`config.mk`:
```
export PLATFORM = sky130hd
export DESIGN_NAME = serial_command_frame_parser_top
export DESIGN_NICKNAME = d
export VERILOG_FILES = /design/src/rtl/scfp_pkg.sv /design/src/rtl/scfp_fifo.sv /design/src/rtl/scfp_front.sv /design/src/rtl/scfp_back.sv /design/src/rtl/serial_command_frame_parser_top.sv
export VERILOG_INCLUDE_DIRS = /design/src /design/src/rtl
export SDC_FILE = /design/constraint.sdc
export NUM_CORES = 1
export LEC_CHECK = 0
export ABC_AREA = 1
export BUFFER_PORTS_ARGS = -buffer_cell sky130_fd_sc_hd__buf_2
export CORE_MARGIN = 4
export CORE_UTILIZATION = 35
export CTS_CLUSTER_DIAMETER = 200
export DETAILED_ROUTE_END_ITERATION = 8
export GPL_TIMING_DRIVEN = 1
export SLEW_MARGIN = 40
export SYNTH_ARGS = -nofsm -noshare
export SYNTH_HDL_FRONTEND = slang
export SYNTH_SLANG_ARGS = --single-unit
```
`constraint.sdc`:
```
create_clock -name clk -period 4.45 [get_ports clk]
set_input_delay 1.335 -clock clk [delete_from_list [all_inputs] [get_ports clk]]
set_output_delay 1.335 -clock clk [all_outputs]
set_load 0.01 [all_outputs]
```
`src/rtl/serial_command_frame_parser_top_assert.svh`:
```
// Assertion macros shared by the frame parser modules.
`ifndef SERIAL_COMMAND_FRAME_PARSER_TOP_ASSERT_SVH
`define SERIAL_COMMAND_FRAME_PARSER_TOP_ASSERT_SVH
`ifndef SYNTH
// Same-cycle implication, checked outside reset.
`define SCFP_ASSERT_IMP(lbl, clk, rst_n, ante, cons, msg) \
	lbl: assert property (@(posedge clk) disable iff (!rst_n) (ante) |-> (cons)) \
		else $error(msg);
// Next-cycle implication, checked outside reset.
`define SCFP_ASSERT_NXT(lbl, clk, rst_n, ante, cons, msg) \
	lbl: assert property (@(posedge clk) disable iff (!rst_n) (ante) |=> (cons)) \
		else $error(msg);
`else
`define SCFP_ASSERT_IMP(lbl, clk, rst_n, ante, cons, msg)
`define SCFP_ASSERT_NXT(lbl, clk, rst_n, ante, cons, msg)
`endif
`endif

```
`src/rtl/scfp_pkg.sv`:
```
// Types and constants shared by the frame parser modules.
package scfp_pkg;

	localparam logic [7:0] START_BYTE  = 8'h4D;
	localparam logic [7:0] END_BYTE    = 8'h45;
	localparam logic [7:0] ASCII_PLUS  = 8'h2B;
	localparam logic [7:0] ASCII_MINUS = 8'h2D;

	localparam logic signed [11:0] CHECK_MOD = 12'sd1000;

	// Position of the next byte within a frame.
	localparam logic [3:0] POS_IDLE     = 4'd0;
	localparam logic [3:0] POS_CODE_C0  = 4'd2;
	localparam logic [3:0] POS_CODE_C1  = 4'd3;
	localparam logic [3:0] POS_CODE_C2  = 4'd4;
	localparam logic [3:0] POS_VALUE_C0 = 4'd6;
	localparam logic [3:0] POS_VALUE_C1 = 4'd7;
	localparam logic [3:0] POS_VALUE_C2 = 4'd8;
	localparam logic [3:0] POS_CHECK_C0 = 4'd10;
	localparam logic [3:0] POS_CHECK_C1 = 4'd11;
	localparam logic [3:0] POS_CHECK_C2 = 4'd12;
	localparam logic [3:0] POS_END      = 4'd14;

	typedef enum logic [1:0] {
		FIELD_CODE  = 2'd0,
		FIELD_VALUE = 2'd1,
		FIELD_CHECK = 2'd2
	} field_sel_t;

	// Work item from the front end: a finished field or the end byte.
	typedef struct packed {
		logic       is_end;
		field_sel_t sel;
		logic [23:0] chars;
	} cmd_t;

	typedef struct packed {
		logic signed [10:0] command_code;
		logic signed [10:0] command_value;
		logic               frame_ok;
	} res_t;

	localparam int CMD_W = $bits(cmd_t);
	localparam int RES_W = $bits(res_t);

endpackage

```
`src/rtl/scfp_fifo.sv`:
```
// Small register queue with first-word fall-through read.
module scfp_fifo #(
	parameter int WIDTH = 8,
	parameter int DEPTH = 2
) (
	input  logic             clk,
	input  logic             arst_n,
	input  logic             wr_en,
	input  logic [WIDTH-1:0] wr_data,
	output logic             full,
	input  logic             rd_en,
	output logic [WIDTH-1:0] rd_data,
	output logic             empty
);
`include "serial_command_frame_parser_top_assert.svh"

	// Pointers wrap at the last entry, so any depth works.
	localparam int AW = (DEPTH > 1) ? $clog2(DEPTH) : 1;
	localparam int CW = $clog2(DEPTH + 1);

	logic [WIDTH-1:0] mem_q [DEPTH];
	logic [AW-1:0]    wr_ptr_q;
	logic [AW-1:0]    rd_ptr_q;
	logic [CW-1:0]    count_q;
	logic             do_wr;
	logic             do_rd;

	assign full    = (count_q == CW'(DEPTH));
	assign empty   = (count_q == '0);
	assign do_wr   = wr_en && !full;
	assign do_rd   = rd_en && !empty;
	assign rd_data = mem_q[rd_ptr_q];

	always_ff @(posedge clk) begin
		if (do_wr) begin
			mem_q[wr_ptr_q] <= wr_data;
		end
	end

	always_ff @(posedge clk or negedge arst_n) begin
		if (!arst_n) begin
			wr_ptr_q <= '0;
			rd_ptr_q <= '0;
			count_q  <= '0;
		end else begin
			if (do_wr) begin
				wr_ptr_q <= (wr_ptr_q == AW'(DEPTH - 1)) ? '0 : wr_ptr_q + 1'b1;
			end
			if (do_rd) begin
				rd_ptr_q <= (rd_ptr_q == AW'(DEPTH - 1)) ? '0 : rd_ptr_q + 1'b1;
			end
			if (do_wr && !do_rd) begin
				count_q <= count_q + 1'b1;
			end else if (do_rd && !do_wr) begin
				count_q <= count_q - 1'b1;
			end
		end
	end

	`SCFP_ASSERT_IMP(a_fifo_bound, clk, arst_n, 1'b1, count_q <= CW'(DEPTH), "queue overfilled")

endmodule

```
`src/rtl/scfp_front.sv`:
```
// Front end: track frame position, gather field characters, emit work items.
module scfp_front import scfp_pkg::*; (
	input  logic       clk,
	input  logic       arst_n,
	input  logic       push,
	input  logic [7:0] rx_byte,
	output logic       full,
	input  logic       cmd_full,
	output logic       cmd_push,
	output cmd_t       cmd_item
);
`include "serial_command_frame_parser_top_assert.svh"

	logic [3:0]  pos_q;
	logic [15:0] chars_q;
	logic [3:0]  pos_d;
	logic [15:0] chars_d;
	logic        emits;
	logic        acc;

	// Only the last character of a field and the end byte need queue room.
	assign emits = (pos_q == POS_CODE_C2) || (pos_q == POS_VALUE_C2) ||
	               (pos_q == POS_CHECK_C2) || (pos_q == POS_END);
	assign full     = cmd_full && emits;
	assign acc      = push && !full;
	assign cmd_push = acc && emits;

	always_comb begin
		pos_d          = pos_q + 1'b1;
		chars_d        = chars_q;
		cmd_item.is_end = 1'b0;
		cmd_item.sel    = FIELD_CODE;
		cmd_item.chars  = {rx_byte, chars_q};
		unique case (pos_q) inside
			POS_IDLE: begin
				pos_d = (rx_byte == START_BYTE) ? 4'(POS_IDLE + 4'd1) : POS_IDLE;
			end
			POS_CODE_C0, POS_VALUE_C0, POS_CHECK_C0: begin
				chars_d[7:0] = rx_byte;
			end
			POS_CODE_C1, POS_VALUE_C1, POS_CHECK_C1: begin
				chars_d[15:8] = rx_byte;
			end
			POS_CODE_C2: begin
				cmd_item.sel = FIELD_CODE;
			end
			POS_VALUE_C2: begin
				cmd_item.sel = FIELD_VALUE;
			end
			POS_CHECK_C2: begin
				cmd_item.sel = FIELD_CHECK;
			end
			POS_END: begin
				cmd_item.is_end = 1'b1;
				cmd_item.chars  = {16'd0, rx_byte};
				pos_d           = POS_IDLE;
			end
			default: begin
				// separators: advance without looking at the byte
			end
		endcase
	end

	always_ff @(posedge clk or negedge arst_n) begin
		if (!arst_n) begin
			pos_q   <= POS_IDLE;
			chars_q <= '0;
		end else if (acc) begin
			pos_q   <= pos_d;
			chars_q <= chars_d;
		end
	end

	`SCFP_ASSERT_NXT(a_idle_drop, clk, arst_n,
		acc && pos_q == POS_IDLE && rx_byte != START_BYTE, pos_q == POS_IDLE,
		"non-start byte left idle")

endmodule

```
`src/rtl/scfp_back.sv`:
```
// Back end: convert fields, check the frame and build the result.
module scfp_back import scfp_pkg::*; (
	input  logic clk,
	input  logic arst_n,
	input  logic cmd_empty,
	input  cmd_t cmd_head,
	output logic cmd_pop,
	input  logic res_full,
	output logic res_push,
	output res_t res_item
);
`include "serial_command_frame_parser_top_assert.svh"

	logic signed [10:0] code_q;
	logic signed [10:0] value_q;
	logic signed [10:0] check_q;
	logic signed [10:0] field_val;
	logic signed [11:0] sum;
	logic signed [11:0] sum_mod;
	logic               ok;

	// atoi over three characters, lowest byte first.
	function automatic logic signed [10:0] atoi3(input logic [23:0] chars);
		logic [7:0]  c;
		logic [9:0]  acc;
		logic [13:0] prod;
		logic        lead;
		logic        live;
		logic        neg;
		logic        is_digit;
		logic        is_space;
		acc  = '0;
		lead = 1'b1;
		live = 1'b0;
		neg  = 1'b0;
		for (int k = 0; k < 3; k++) begin
			c        = chars[8*k +: 8];
			is_digit = (c >= 8'h30) && (c <= 8'h39);
			is_space = (c == 8'h20) || ((c >= 8'h09) && (c <= 8'h0D));
			prod     = 14'(acc) * 14'd10 + 14'(c[3:0]);
			if (lead) begin
				if (!is_space) begin
					lead = 1'b0;
					if ((c == ASCII_PLUS) || (c == ASCII_MINUS)) begin
						live = 1'b1;
						neg  = (c == ASCII_MINUS);
					end else if (is_digit) begin
						live = 1'b1;
						acc  = 10'(prod);
					end else begin
						live = 1'b0;
					end
				end
			end else if (live && is_digit) begin
				acc = 10'(prod);
			end else begin
				live = 1'b0;
			end
		end
		return neg ? -$signed({1'b0, acc}) : $signed({1'b0, acc});
	endfunction

	assign field_val = atoi3(cmd_head.chars);

	// Truncating modulo: the sum never reaches -1000 and stays below 2000.
	assign sum     = {code_q[10], code_q} + {value_q[10], value_q};
	assign sum_mod = (sum >= CHECK_MOD) ? sum - CHECK_MOD : sum;
	assign ok      = (cmd_head.chars[7:0] == END_BYTE) && ({check_q[10], check_q} == sum_mod);

	// Hold an end item until the result queue has room.
	assign cmd_pop  = !cmd_empty && (!cmd_head.is_end || !res_full);
	assign res_push = cmd_pop && cmd_head.is_end;

	assign res_item.command_code  = ok ? code_q : '0;
	assign res_item.command_value = ok ? value_q : '0;
	assign res_item.frame_ok      = ok;

	always_ff @(posedge clk or negedge arst_n) begin
		if (!arst_n) begin
			code_q  <= '0;
			value_q <= '0;
			check_q <= '0;
		end else if (cmd_pop && !cmd_head.is_end) begin
			unique case (cmd_head.sel)
				FIELD_CODE:  code_q  <= field_val;
				FIELD_VALUE: value_q <= field_val;
				FIELD_CHECK: check_q <= field_val;
				default: begin
				end
			endcase
		end
	end

	`SCFP_ASSERT_IMP(a_res_from_end, clk, arst_n, res_push, !cmd_empty && cmd_head.is_end,
		"result pushed without an end item")

endmodule

```
`src/rtl/serial_command_frame_parser_top.sv`:
```
// Top level of the serial command frame parser.
//
// Input side is a queue write port: present a received byte on rx_byte with
// push high; the beat is taken at a rising edge where full is low. Bytes
// outside a frame are dropped until 'M'; a frame is M, separator, three
// fields of three characters each followed by a separator, and an end byte.
// Output side is a queue read port: while empty is low the oldest result
// (command_code, command_value, frame_ok) is on the ports; pop takes it.
// Throughput: one byte per cycle sustained; full only rises on a byte that
// ends a field or the frame while the internal work queue is full.
// After its end byte is taken, the end item is written into the work queue;
// the back end builds the result from the queue head and writes it into the
// result queue, where it shows on the ports once older results are popped.
// If the receiver stalls, results gather in the result queue, then end items
// wait in the work queue, and finally full stops new field-ending bytes.
// Reset clears both queues and returns the parser to waiting for 'M'.
module serial_command_frame_parser_top import scfp_pkg::*; #(
	parameter int CMD_DEPTH = 2,
	parameter int RES_DEPTH = 2
) (
	input  logic              clk,
	input  logic              arst_n,
	input  logic              push,
	input  logic [7:0]        rx_byte,
	output logic              full,
	input  logic              pop,
	output logic              empty,
	output logic signed [10:0] command_code,
	output logic signed [10:0] command_value,
	output logic              frame_ok
);

	logic             cmd_full;
	logic             cmd_push;
	cmd_t             cmd_item;
	logic             cmd_empty;
	logic             cmd_pop;
	logic [CMD_W-1:0] cmd_rd;
	logic             res_full;
	logic             res_push;
	res_t             res_item;
	logic [RES_W-1:0] res_rd;
	res_t             res_out;

	// Front end: position tracking and character gathering.
	scfp_front u_front (
		.clk      (clk),
		.arst_n   (arst_n),
		.push     (push),
		.rx_byte  (rx_byte),
		.full     (full),
		.cmd_full (cmd_full),
		.cmd_push (cmd_push),
		.cmd_item (cmd_item)
	);

	// Work queue decouples byte intake from conversion.
	scfp_fifo #(.WIDTH(CMD_W), .DEPTH(CMD_DEPTH)) u_cmd_q (
		.clk     (clk),
		.arst_n  (arst_n),
		.wr_en   (cmd_push),
		.wr_data (cmd_item),
		.full    (cmd_full),
		.rd_en   (cmd_pop),
		.rd_data (cmd_rd),
		.empty   (cmd_empty)
	);

	// Back end: field conversion, checksum and result build.
	scfp_back u_back (
		.clk       (clk),
		.arst_n    (arst_n),
		.cmd_empty (cmd_empty),
		.cmd_head  (cmd_t'(cmd_rd)),
		.cmd_pop   (cmd_pop),
		.res_full  (res_full),
		.res_push  (res_push),
		.res_item  (res_item)
	);

	// Result queue: holds finished frames while the receiver stalls.
	scfp_fifo #(.WIDTH(RES_W), .DEPTH(RES_DEPTH)) u_res_q (
		.clk     (clk),
		.arst_n  (arst_n),
		.wr_en   (res_push),
		.wr_data (res_item),
		.full    (res_full),
		.rd_en   (pop),
		.rd_data (res_rd),
		.empty   (empty)
	);

	assign res_out       = res_t'(res_rd);
	assign command_code  = res_out.command_code;
	assign command_value = res_out.command_value;
	assign frame_ok      = res_out.frame_ok;

endmodule
```
# After elaboration in Yosys (flattened, before gate mapping)
# Memory sizes are Yosys's and may differ from the RTL's.
# Cells that the tools add are included.
# word_totals
ramBits	100
out_inout_bits	25
inputBits	12
regBits	61
wordCells	178
mem_count	2
# mem_list
memory	words	word_bits	read_ports	rd_clocked_by_memory_dff	write_ports	line_no	source
u_cmd_q.mem_q	2	27	1	0	1	scfp_fifo.sv:21	logic [WIDTH-1:0] mem_q [DEPTH];
u_res_q.mem_q	2	23	1	0	1	scfp_fifo.sv:21	
# op_classes
addsub	14
n_lt_le_gt_ge	13
n_reduce_logical	56
eq_ne	26
mux	53
mul	2
# ops
op	n
$mux 10	12
$eq 8x6->1 const B	9
$mux 11	3
$mux 1	29
$ge 8x4->1 const B	3
$ge 8x6->1 const B	3
$le 8x4->1 const B	3
$le 8x6->1 const B	3
$mux 24	1
$logic_and 1x1->1	23
$add 10x4->10	2
$eq 4x4->1 const B	5
$mul 10x3->9 const B	2
$eq 8x7->1 const B	2
$add 11x11->12	1
$eq 12x12->1	1
$eq 4x3->1 const B	3
$ge 12x11->1 const B	1
$mux 12	1
$sub 12x11->12 const B	1
$neg 10->11	1
$logic_not 1->1	10
$logic_or 1x1->1	10
$reduce_and 2->1	5
other kinds (15)	30

# Depth between registers and ports, before layout
# Gate-level depths: netlist of the first run.
# An unclocked memory read counts as a cell.
# depth
depth_word	20
depth_mapped	39
mapped_depth_nobuf	37

# By module
# Synthesis of the first run repeated with hierarchy kept, for this count alone.
# hier_totals
cells_unflattened	1256
hier_area_um2	9895.7
# modules_own_cells
module	n_inst	cells_each	seq_area_each_um2	area_per_inst_um2
scfp_back	1	744	825.8	4473.0
scfp_fifo (u_cmd_q)	1	172	1721.7	2192.1
scfp_fifo (u_res_q)	1	152	1481.4	1909.3
scfp_front	1	188	500.5	1321.3

# Worst setup path after synthesis of the first run
# Ideal clock, no wire load.
# synth_path
path_kind	register to register
from	reg u_cmd_q.rd_ptr_q
to	reg u_back.check_q[9]
slack_ps	-439
path_stages_with_launch	36
t_arrival_ps	4776
synth_period_minus_slack_ps	4889
t_required_ps	4337
setup_time_ps	113
cell_sequence	dfrtp_1 > buf_6 > inv_4 > buf_8 > nand2_1 > nand2_1 > nand2_2 > nor2_1 > nand2_2 > nor2_1 > ha_1 > ha_1 > inv_1 > fa_1 > nor2_1 > inv_1 > nand2_1 > o21ai_0 > nand2_1 > inv_1 > ha_1 > ha_1 > a21oi_1 > nand2_1 > xor2_1 > nand3_1 > xor2_1 > nor2_1 > nor2_1 > nand2_1 > nand2_1 > nand2_1 > nand2_1 > nand3_1 > nand2_1 > inv_1
# synth_via
elab_chain_cells	20
elab_cells_between_ends	80
# synth_lines
element	line_no	source
from (decl)	scfp_fifo.sv:23	logic [AW-1:0] rd_ptr_q;
from (signal assigned)	scfp_fifo.sv:50	rd_ptr_q <= (rd_ptr_q == AW'(DEPTH - 1)) ? '0 : rd_ptr_q + 1'b1;
$mem_v2 2x27 *	-	
$ge 8x6->1 / $le 8x6->1 (equally long branches)	scfp_back.sv:38	is_digit = (c >= 8'h30) && (c <= 8'h39);
$logic_and 1x1->1	scfp_back.sv:38	
$mux 4	scfp_back.sv:47	end else if (is_digit) begin
$mux 10	scfp_back.sv:44	if ((c == ASCII_PLUS) || (c == ASCII_MINUS)) begin
$mux 10	scfp_back.sv:42	if (!is_space) begin
$mul 10x3->9	scfp_back.sv:40	prod = 14'(acc) * 14'd10 + 14'(c[3:0]);
$add 10x4->10	scfp_back.sv:40	
[... 4 more ...]	-	
$mul 10x3->9	scfp_back.sv:40	
$add 10x4->10	scfp_back.sv:40	
$mux 10	scfp_back.sv:47	
$mux 10	scfp_back.sv:44	
$mux 10	scfp_back.sv:42	
$mux 10	scfp_back.sv:41	if (lead) begin
$neg 10->11	scfp_back.sv:60	return neg ? -$signed({1'b0, acc}) : $signed({1'b0, acc});
$mux 11	scfp_back.sv:60	
to (signal assigned)	scfp_back.sv:87	FIELD_CHECK: check_q <= field_val;
to (decl)	scfp_back.sv:16	logic signed [10:0] check_q;
# Mark *: on every way between the ends. The rest lies on a longest branch, timed or not.
# A chain may end at the register's enable or synchronous reset.

# Worst setup path in the final report of the first run
# layout_path
from	reg u_cmd_q.rd_ptr_q
to	reg u_back.value_q[9]
# layout_via
elab_chain_cells	20
elab_cells_between_ends	80
# layout_lines
element	line_no	source
$mem_v2 2x27 *	-	
$ge 8x6->1 / $le 8x6->1 (equally long branches)	scfp_back.sv:38	
$logic_and 1x1->1	scfp_back.sv:38	
$mux 4	scfp_back.sv:47	
$mux 10	scfp_back.sv:44	
$mux 10	scfp_back.sv:42	
$mul 10x3->9	scfp_back.sv:40	
$add 10x4->10	scfp_back.sv:40	
[... 4 more ...]	-	
$mul 10x3->9	scfp_back.sv:40	
$add 10x4->10	scfp_back.sv:40	
$mux 10	scfp_back.sv:47	
$mux 10	scfp_back.sv:44	
$mux 10	scfp_back.sv:42	
$mux 10	scfp_back.sv:41	
$neg 10->11	scfp_back.sv:60	
$mux 11	scfp_back.sv:60	
to (signal assigned)	scfp_back.sv:86	FIELD_VALUE: value_q <= field_val;
to (decl)	scfp_back.sv:15	logic signed [10:0] value_q;
# Marked as above.

==> results of run 1 <==
-- metal layers --
| layer | GRT usage | vias to the layer above |
|---|---|---|
| met2 | 0.265 | 114 |
| met5 | 0 | - |
| met4 | 0.0314 | 0 |
| met3 | 0.0309 | 23 |
| li1 | - | 3979 |
| met1 | 0.193 | 3519 |
-- cell type report --
cell class | count | area (um^2) | share of cell area
Inverter | 181 | 687 | 0.0567
Tap cell | 372 | 465 | 0.0384
Clock buffer | 18 | 429 | 0.0354
Timing Repair Buffer | 132 | 933 | 0.0771
Multi-Input combinational cell | 795 | 4870 | 0.402
Clock inverter | 14 | 194 | 0.0160
Sequential cell | 161 | 4530 | 0.374
-- power groups by stage --
stage / registers (uW) / logic [uW] / clock network (uW)
global placement: 2280 / 3200 / 0
finish: 2270 / 3460 / 1560
detailed placement: 2290 / 3270 / 0
global route: 2310 / 3940 / 1660
floorplan: 2220 / 2460 / 0
CTS: 2260 / 3440 / 1600
-- registers in the layout (all words and copies together), names as in the netlist --
| name | cells |
|---|---|
| u_cmd_q.mem_q | 54 |
| u_back.value_q | 11 |
| u_res_q.wr_ptr_q | 1 |
| u_back.check_q | 11 |
| u_cmd_q.rd_ptr_q | 1 |
| u_back.code_q | 11 |
| u_cmd_q.count_q | 2 |
| u_res_q.rd_ptr_q | 1 |
| u_front.pos_q | 4 |
| u_front.chars_q | 16 |
| u_cmd_q.wr_ptr_q | 1 |
| u_res_q.mem_q | 46 |
| u_res_q.count_q | 2 |
-- per-stage QoR --
| step | instance area [um^2] | total power, uW | hold slack, ns | setup slack, ns |
|---|---|---|---|---|
| global placement | 10900 | 5480 | 0.466 | -0.350 |
| CTS | 12100 | 7300 | 0.490 | -0.188 |
| global route | 12100 | 7910 | 0.507 | -0.531 |
| finish | 12100 | 7290 | 0.489 | -0.215 |
| floorplan | 9840 | 4680 | 0.453 | -0.109 |
| detailed placement | 10900 | 5560 | 0.474 | -0.426 |
-- worst paths after layout --
check | startpoint | endpoint | slack [ns]
worst min register to register | u_front.chars_q[7] | u_front.chars_q[7] | 0.49
min in group asynchronous | arst_n | u_front.pos_q[1] | 0.91
worst max register to register | u_cmd_q.rd_ptr_q | u_back.value_q[9] | -0.21
worst min-delay path | u_front.chars_q[7] | u_front.chars_q[7] | 0.49
worst max-delay path | u_cmd_q.rd_ptr_q | u_back.value_q[9] | -0.21
max in group asynchronous | arst_n | u_front.chars_q[0] | 2.84
-- worst min-delay path: stages (launching register included) --
cell     delay, ns
dfrtp_1       0.34
nand2_1       0.05
o21ai_0       0.06
-- logic make-up (layout without fill, tap and decap cells) --
| logic type | Yosys count | count (layout) | share of synthesized area |
|---|---|---|---|
| compound gates | 118 | 118 | 0.0691 |
| simple gates | 589 | 589 | 0.276 |
| mux | 1 | 1 | 0.00103 |
| flops | 161 | 161 | 0.467 |
| fa+ha+maj | 44 | 44 | 0.0606 |
| buf+inv | 206 | 345 | 0.0870 |
| xor+xnor | 43 | 43 | 0.0396 |
-- layout by cell type (no fill, tap or decap), types with 8 or more instances in the layout --
cell,count
a21oi_1,18
a21oi_2,12
buf_2,35
buf_4,89
buf_6,8
clkbuf_16,17
dfrtp_1,60
edfxtp_1,100
ha_1,24
ha_4,15
inv_1,155
inv_2,21
nand2_1,333
nand2_2,44
nand3_1,57
nand4_1,18
nor2_1,56
nor2_2,8
nor3_1,12
nor3_2,19
o21ai_0,47
o21ai_1,16
o21ai_2,11
xnor2_1,13
xor2_1,22
-- timing repair --
action / CTS / global route
gates resized for setup: 82 / 18
hold endpoints to repair: 0 / 0
pin swaps: 59 / 15
setup buffers: 16 / 2
endpoints found under the setup margin: 21 / 21
==> summary.md, run 1 <==
| Metric | Value |
|---|---|
| Status | finished with violations |
| Failing checks | negative setup slack |
| Syn Nets | 1218 |
| Congestion Overflow GR | 0 |
| Worst Hold Class | flop to flop |
| Highest metal used | met4 |
| Seq/Total Area, Yosys | 0.467 |
| Worst path depth | 32 |
| Diode count | 0 |
| CP Launch Type | flop |
| Peak supply drop | 332 uV |
| Die X | 175 um |
| GPL Wtd Cong | 0.847 |
| Setup Crit Path Kind | flop to flop |
| Most used DFF post-synth | edfxtp_1 |
| CP max stage cell | dfrtp_2 |
| Final setup viols | 15 |
| Slowest cell delay on critical path | 0.49 ns |
| Antenna viol nets, final | 0 |
| Reg2reg path depth | 32 |
| Combinational Power Share | 0.474 |
| Clock tree from TritonCTS | yes |
| CP arrival | 4.99 ns |
| Routed wl met3 | 699 um |
| CP Buf/Inv Count | 6 |
| Min Tclk post-route | 4.66 ns |
| Slew HR | 0.497 |
| Yosys top cell area share | 0.309 |
| Number of flops mapped to enable cells by yosys | 100 |
| Period utilisation layout | 1.05 |
| Crit path max-delay family | simple AND/OR/NAND/NOR gates |
| Fillcell total | 2627 |
| Root Buffer | clkbuf_16 |
| H-tree level count | 4 |
| Area leader, netlist | edfxtp_1 |
| P_int | 4220 uW |
| Area contributors post-synth | edfxtp_1 31%, dfrtp_1 16%, nand2_1 14% |
| Met2 wire length | 10.9 mm |
| Leakage | 0.00570 uW |
| Core ar. | 27100 um^2 |
| Pre-antenna DRT Iters | 5 |
| Row cnt | 60 |
| PortBufs | 36 |
| Post-layout net count | 1344 |
| Max Freq | 0.214 GHz |
| Pin count of the biggest net entering global routing | 46 |
| Cell area after synthesis | 9700 um^2 |
| Clock Tree Buf Depth | 2 |
| Post-DP HPWL | 16.2 mm |
| Initial antenna violation count | 0 |
| YS warnings | 0 |
| Ports | 37 |
| Final hold vios | 0 |
| Post-synth top cells | 358 x nand2_1, 165 x inv_1, 100 x edfxtp_1, 69 x nor2_1, 61 x dfrtp_1 |
| First-pass GRT wire length | 37.8 mm |
| Drt total wl | 22.1 mm |
| Final Util | 0.447 |
| RSZ-0062 raised after global routing | yes |
| Setup crit end kind | flop |
| Post-synthesis average cell area | 8.35 um^2 |
| Vias in the first global route | 7711 |
| Clock transition at the registers of the reported paths | 0.07 ns |
| Final worst slack | -0.215 ns |
| Layout cells sized above 1 | 0.265 |
| P_sw | 3060 uW |
| Yosys reg bits | 161 |
| Setup TNS | -1.91 ns |
| Worst EP required | 4.77 ns |
| Wire length on met1 | 10.2 mm |
| Max Slew Vio Count | 0 |
| Most used cell, CP | nand2_1 |
| Fin cells | 1673 |
| Die height | 175 um |
| Post-CTS Hold Fix Bufs | 0 |
| Initial Utilization | 0.358 |
| Worst Tran Pin Value | 0.752 ns |
| CTS Buf Count | 17 |
| Worst clock skew | 0.0145 ns |
| Sw frac | 0.421 |
| Iteration-0 DRC Markers | 396 |
| Mapped Cells | 1162 |
| Max-cap violations | 0 |
| Power share of the sequential group | 0.311 |
| Async set-or-reset flop fraction in the synthesized netlist | 0.379 |
| Area Growth Syn to Fin | 24.8% |
| Total GRT Usage | 0.151 |
| Via density | 4.56 |
| Distinct cells, synth | 53 |
| Clock power share | 0.215 |
| Pwr dens | 602 nW/um^2 |
| Post-route DRC violation count | 0 |
| Most common cell in the netlist | nand2_1 |
| CP max FO | 6 |
| Vias | 7635 |
| Die area | 30500 um^2 |
| Clock sink count | 161 |
| Placed Cells | 1623 |
| Worst-Skew Late Latency | 0.43 ns |
| Hold depth | 2 |
| DR WL/cell | 13.2 um |
(Power assumes the default switching activity.)
==> run 2, diff against run 1 <==
--- a/config.mk
+++ b/config.mk
@@ -13,6 +13,7 @@
 export CTS_CLUSTER_DIAMETER = 200
 export DETAILED_ROUTE_END_ITERATION = 8
 export GPL_TIMING_DRIVEN = 1
+export REMOVE_ABC_BUFFERS = 1
 export SLEW_MARGIN = 40
 export SYNTH_ARGS = -nofsm -noshare
 export SYNTH_HDL_FRONTEND = slang
==> run 2 against run 1 <==
Effect of this change:
- the run still ends with negative setup slack left
- combinational power grew 2%
- clock-buffer cell count grew 2
- non-clock buffer count is 20 higher
- clock power down 6%
- power down 0.52%
- critical endpoint unchanged
- highest routed layer unchanged
==> summary.md, run 2 (synthesis results as in run 1) <==
| Metric | Value |
|---|---|
| Max-cap violations | 0 (unchanged) |
| CTS Buf Count | 17 (unchanged) |
| Clock sink count | 161 (unchanged) |
| Largest Register | u_cmd_q.mem_q |
| Vias in the first global route | 7544 (-2.2%) |
| Clock Tree Buf Depth | 2 (unchanged) |
| Die area | 30500 um^2 (unchanged) |
| GPL Wtd Cong | 0.854 (+0.78%) |
| Min Tclk post-route | 4.71 ns (+0.0432 ns) |
| Die X | 175 um (unchanged) |
| Period utilisation layout | 1.06 (+0.00972) |
| Congestion Overflow GR | 0 (unchanged) |
| Final Util | 0.448 (+0.00134) |
| Peak supply drop | 279 uV (-16%) |
| Final hold vios | 0 (unchanged) |
| Total power | 7250 uW (-0.52%) |
| Setup Crit Path Kind | flop to flop |
| Initial antenna violation count | 0 (unchanged) |
| CP arrival | 5.02 ns (+0.03 ns) |
| Diode count | 0 (unchanged) |
| CP max FO | 7 (+1) |
| Max Freq | 0.212 GHz (-0.92%) |
| Max reg flops | 54 (unchanged) |
| Via density | 4.57 (about the same) |
| Iteration-0 DRC Markers | 437 (+10%) |
| CP max stage cell | fa_2 |
| PortBufs | 36 (unchanged) |
| Initial Utilization | 0.358 (unchanged) |
| Worst-Skew Late Latency | 0.43 ns (about the same) |
| Worst Tran Pin Value | 0.776 ns (+0.0243 ns) |
| Clock tree from TritonCTS | yes |
| Largest regs | u_cmd_q.mem_q: 54 flops, u_res_q.mem_q: 46 flops, u_front.chars_q: 16 flops |
| Final worst slack | -0.258 ns (-0.0432 ns) |
| Root Buffer | clkbuf_16 |
| Multi-input logic area | 4800 um^2 (-1.6%) |
| Failing checks | negative setup slack |
| First-pass GRT wire length | 36.4 mm (-3.7%) |
| Worst EP required | 4.77 ns (about the same) |
| FF+latch area | 4530 um^2 (unchanged) |
| Slowest cell delay on critical path | 0.48 ns (about the same) |
| Slew HR | 0.482 (-0.0151) |
| Vias | 7732 (+1.3%) |
| DR WL/cell | 12.9 um (-2.5%) |
| Leakage | 0.00579 uW (+1.6%) |
| Worst Hold Class | flop to flop |
| Final setup viols | 18 (+3) |
| Post-CTS Hold Fix Bufs | 0 (unchanged) |
| Layout cells sized above 1 | 0.270 (+0.00507) |
| Post-route DRC violation count | 0 (unchanged) |
| CP Launch Type | flop |
| Die height | 175 um (unchanged) |
| Pre-antenna DRT Iters | 5 (unchanged) |
| Clock transition at the registers of the reported paths | 0.06 ns (about the same) |
| Drt total wl | 21.8 mm (-1.3%) |
| Post-DP HPWL | 15.6 mm (-3.4%) |
| Row cnt | 60 (unchanged) |
| Status | finished with violations |
| Worst clock skew | 0.0158 ns (+0.00127 ns) |
| Setup crit end kind | flop |
| Antenna viol nets, final | 0 (unchanged) |
| H-tree level count | 4 (unchanged) |
| Pwr dens | 597 nW/um^2 (-0.81%) |
| Most common cell after layout, fill and taps aside | nand2_1 |
| Ports | 37 (unchanged) |
| Most frequent cells in the layout | 333 x nand2_1, 159 x inv_1, 110 x buf_4 |
| Pin count of the biggest net entering global routing | 36 (-22%) |
| Max Slew Vio Count | 0 (unchanged) |
| Fillcell total | 2597 (-1.1%) |
| RSZ-0062 raised after global routing | yes |
| Total GRT Usage | 0.144 (-0.00712) |
| Core ar. | 27100 um^2 (unchanged) |
| Area Growth Syn to Fin | 25.2% |
| Pre-CTS setup slack | -0.605 ns (-0.179 ns) |
| Post-layout net count | 1364 (+1.5%) |
[run 2: changes by cell type in the layout (fill, tap and decap cells not counted), sizes merged]
cell,change
buf,+20
bufinv,-2
clkbuf,+2
clkinvlp,+1
inv,-1
[run 2: what timing repair did]
action                                  in CTS  in global routing
setup buffers                               15                 13
cloned                                       1                  0
endpoints found under the setup margin      21                 21
pin swaps                                   36                 37
resized for setup                           57                 55
[run 2: critical path: cells and delay by family, from the launching register on]
family / cells / cell delay (ns)
AND/OR/NAND/NOR: 16 / 1.50
adder cells (fa/ha/maj): 5 / 1.34
XOR/XNOR: 2 / 0.51
buffers and inverters: 6 / 0.50
flip-flops: 1 / 0.43
AO/OA/AOI/OAI: 2 / 0.31
[run 2: per-layer routing]
metal | GRT usage | up-vias | wire (um)
met5 | 0 | - | 0
met4 | 0.0318 | 0 | 305
met3 | 0.0241 | 25 | 665
met2 | 0.245 | 95 | 10500
met1 | 0.193 | 3593 | 10300
li1 | - | 4019 | -
[run 2: cell type report]
cell class | count | area share
clock buffers | 20 | 0.0385
inverters | 181 | 0.0565
flip-flops and latches | 161 | 0.373
well taps | 372 | 0.0383
clock inverters | 12 | 0.00989
repair buffers | 152 | 0.0891
multi-input cells | 795 | 0.395
[run 2: final timing paths]
| check | start | end | slack (ns) | depth (start not counted) |
|---|---|---|---|---|
| worst max-delay path | u_cmd_q.rd_ptr_q | u_back.value_q[9] | -0.26 | 31 |
| worst min-delay path | u_front.chars_q[11] | u_front.chars_q[11] | 0.49 | 2 |
| worst max register to register | u_cmd_q.rd_ptr_q | u_back.value_q[9] | -0.26 | 31 |
| max in group asynchronous | arst_n | u_cmd_q.rd_ptr_q | 2.78 | 2 |
| min in group asynchronous | arst_n | u_front.pos_q[0] | 0.94 | 1 |
| worst min register to register | u_front.chars_q[11] | u_front.chars_q[11] | 0.49 | 2 |
[run 2: stage by stage]
| step | hold WS [ns] | cells | instance area (um^2) | TNS, ns |
|---|---|---|---|---|
| global route | 0.511 | 1693 | 12100 | -9.94 |
| floorplan | 0.453 | 1137 | 9540 | -13.57 |
| CTS | 0.489 | 1680 | 11800 | -3.26 |
| finish | 0.486 | 1693 | 12100 | -3.16 |
| detailed placement | 0.474 | 1632 | 10900 | -9.84 |
| global placement | 0.467 | 1632 | 10900 | -7.55 |
[run 2: power by group]
| part | leakage [uW] | switching (uW) | internal [uW] |
|---|---|---|---|
| combinational | 0.00381 | 2210 | 1330 |
| clock | 0.000280 | 638 | 830 |
| sequential | 0.00170 | 205 | 2040 |
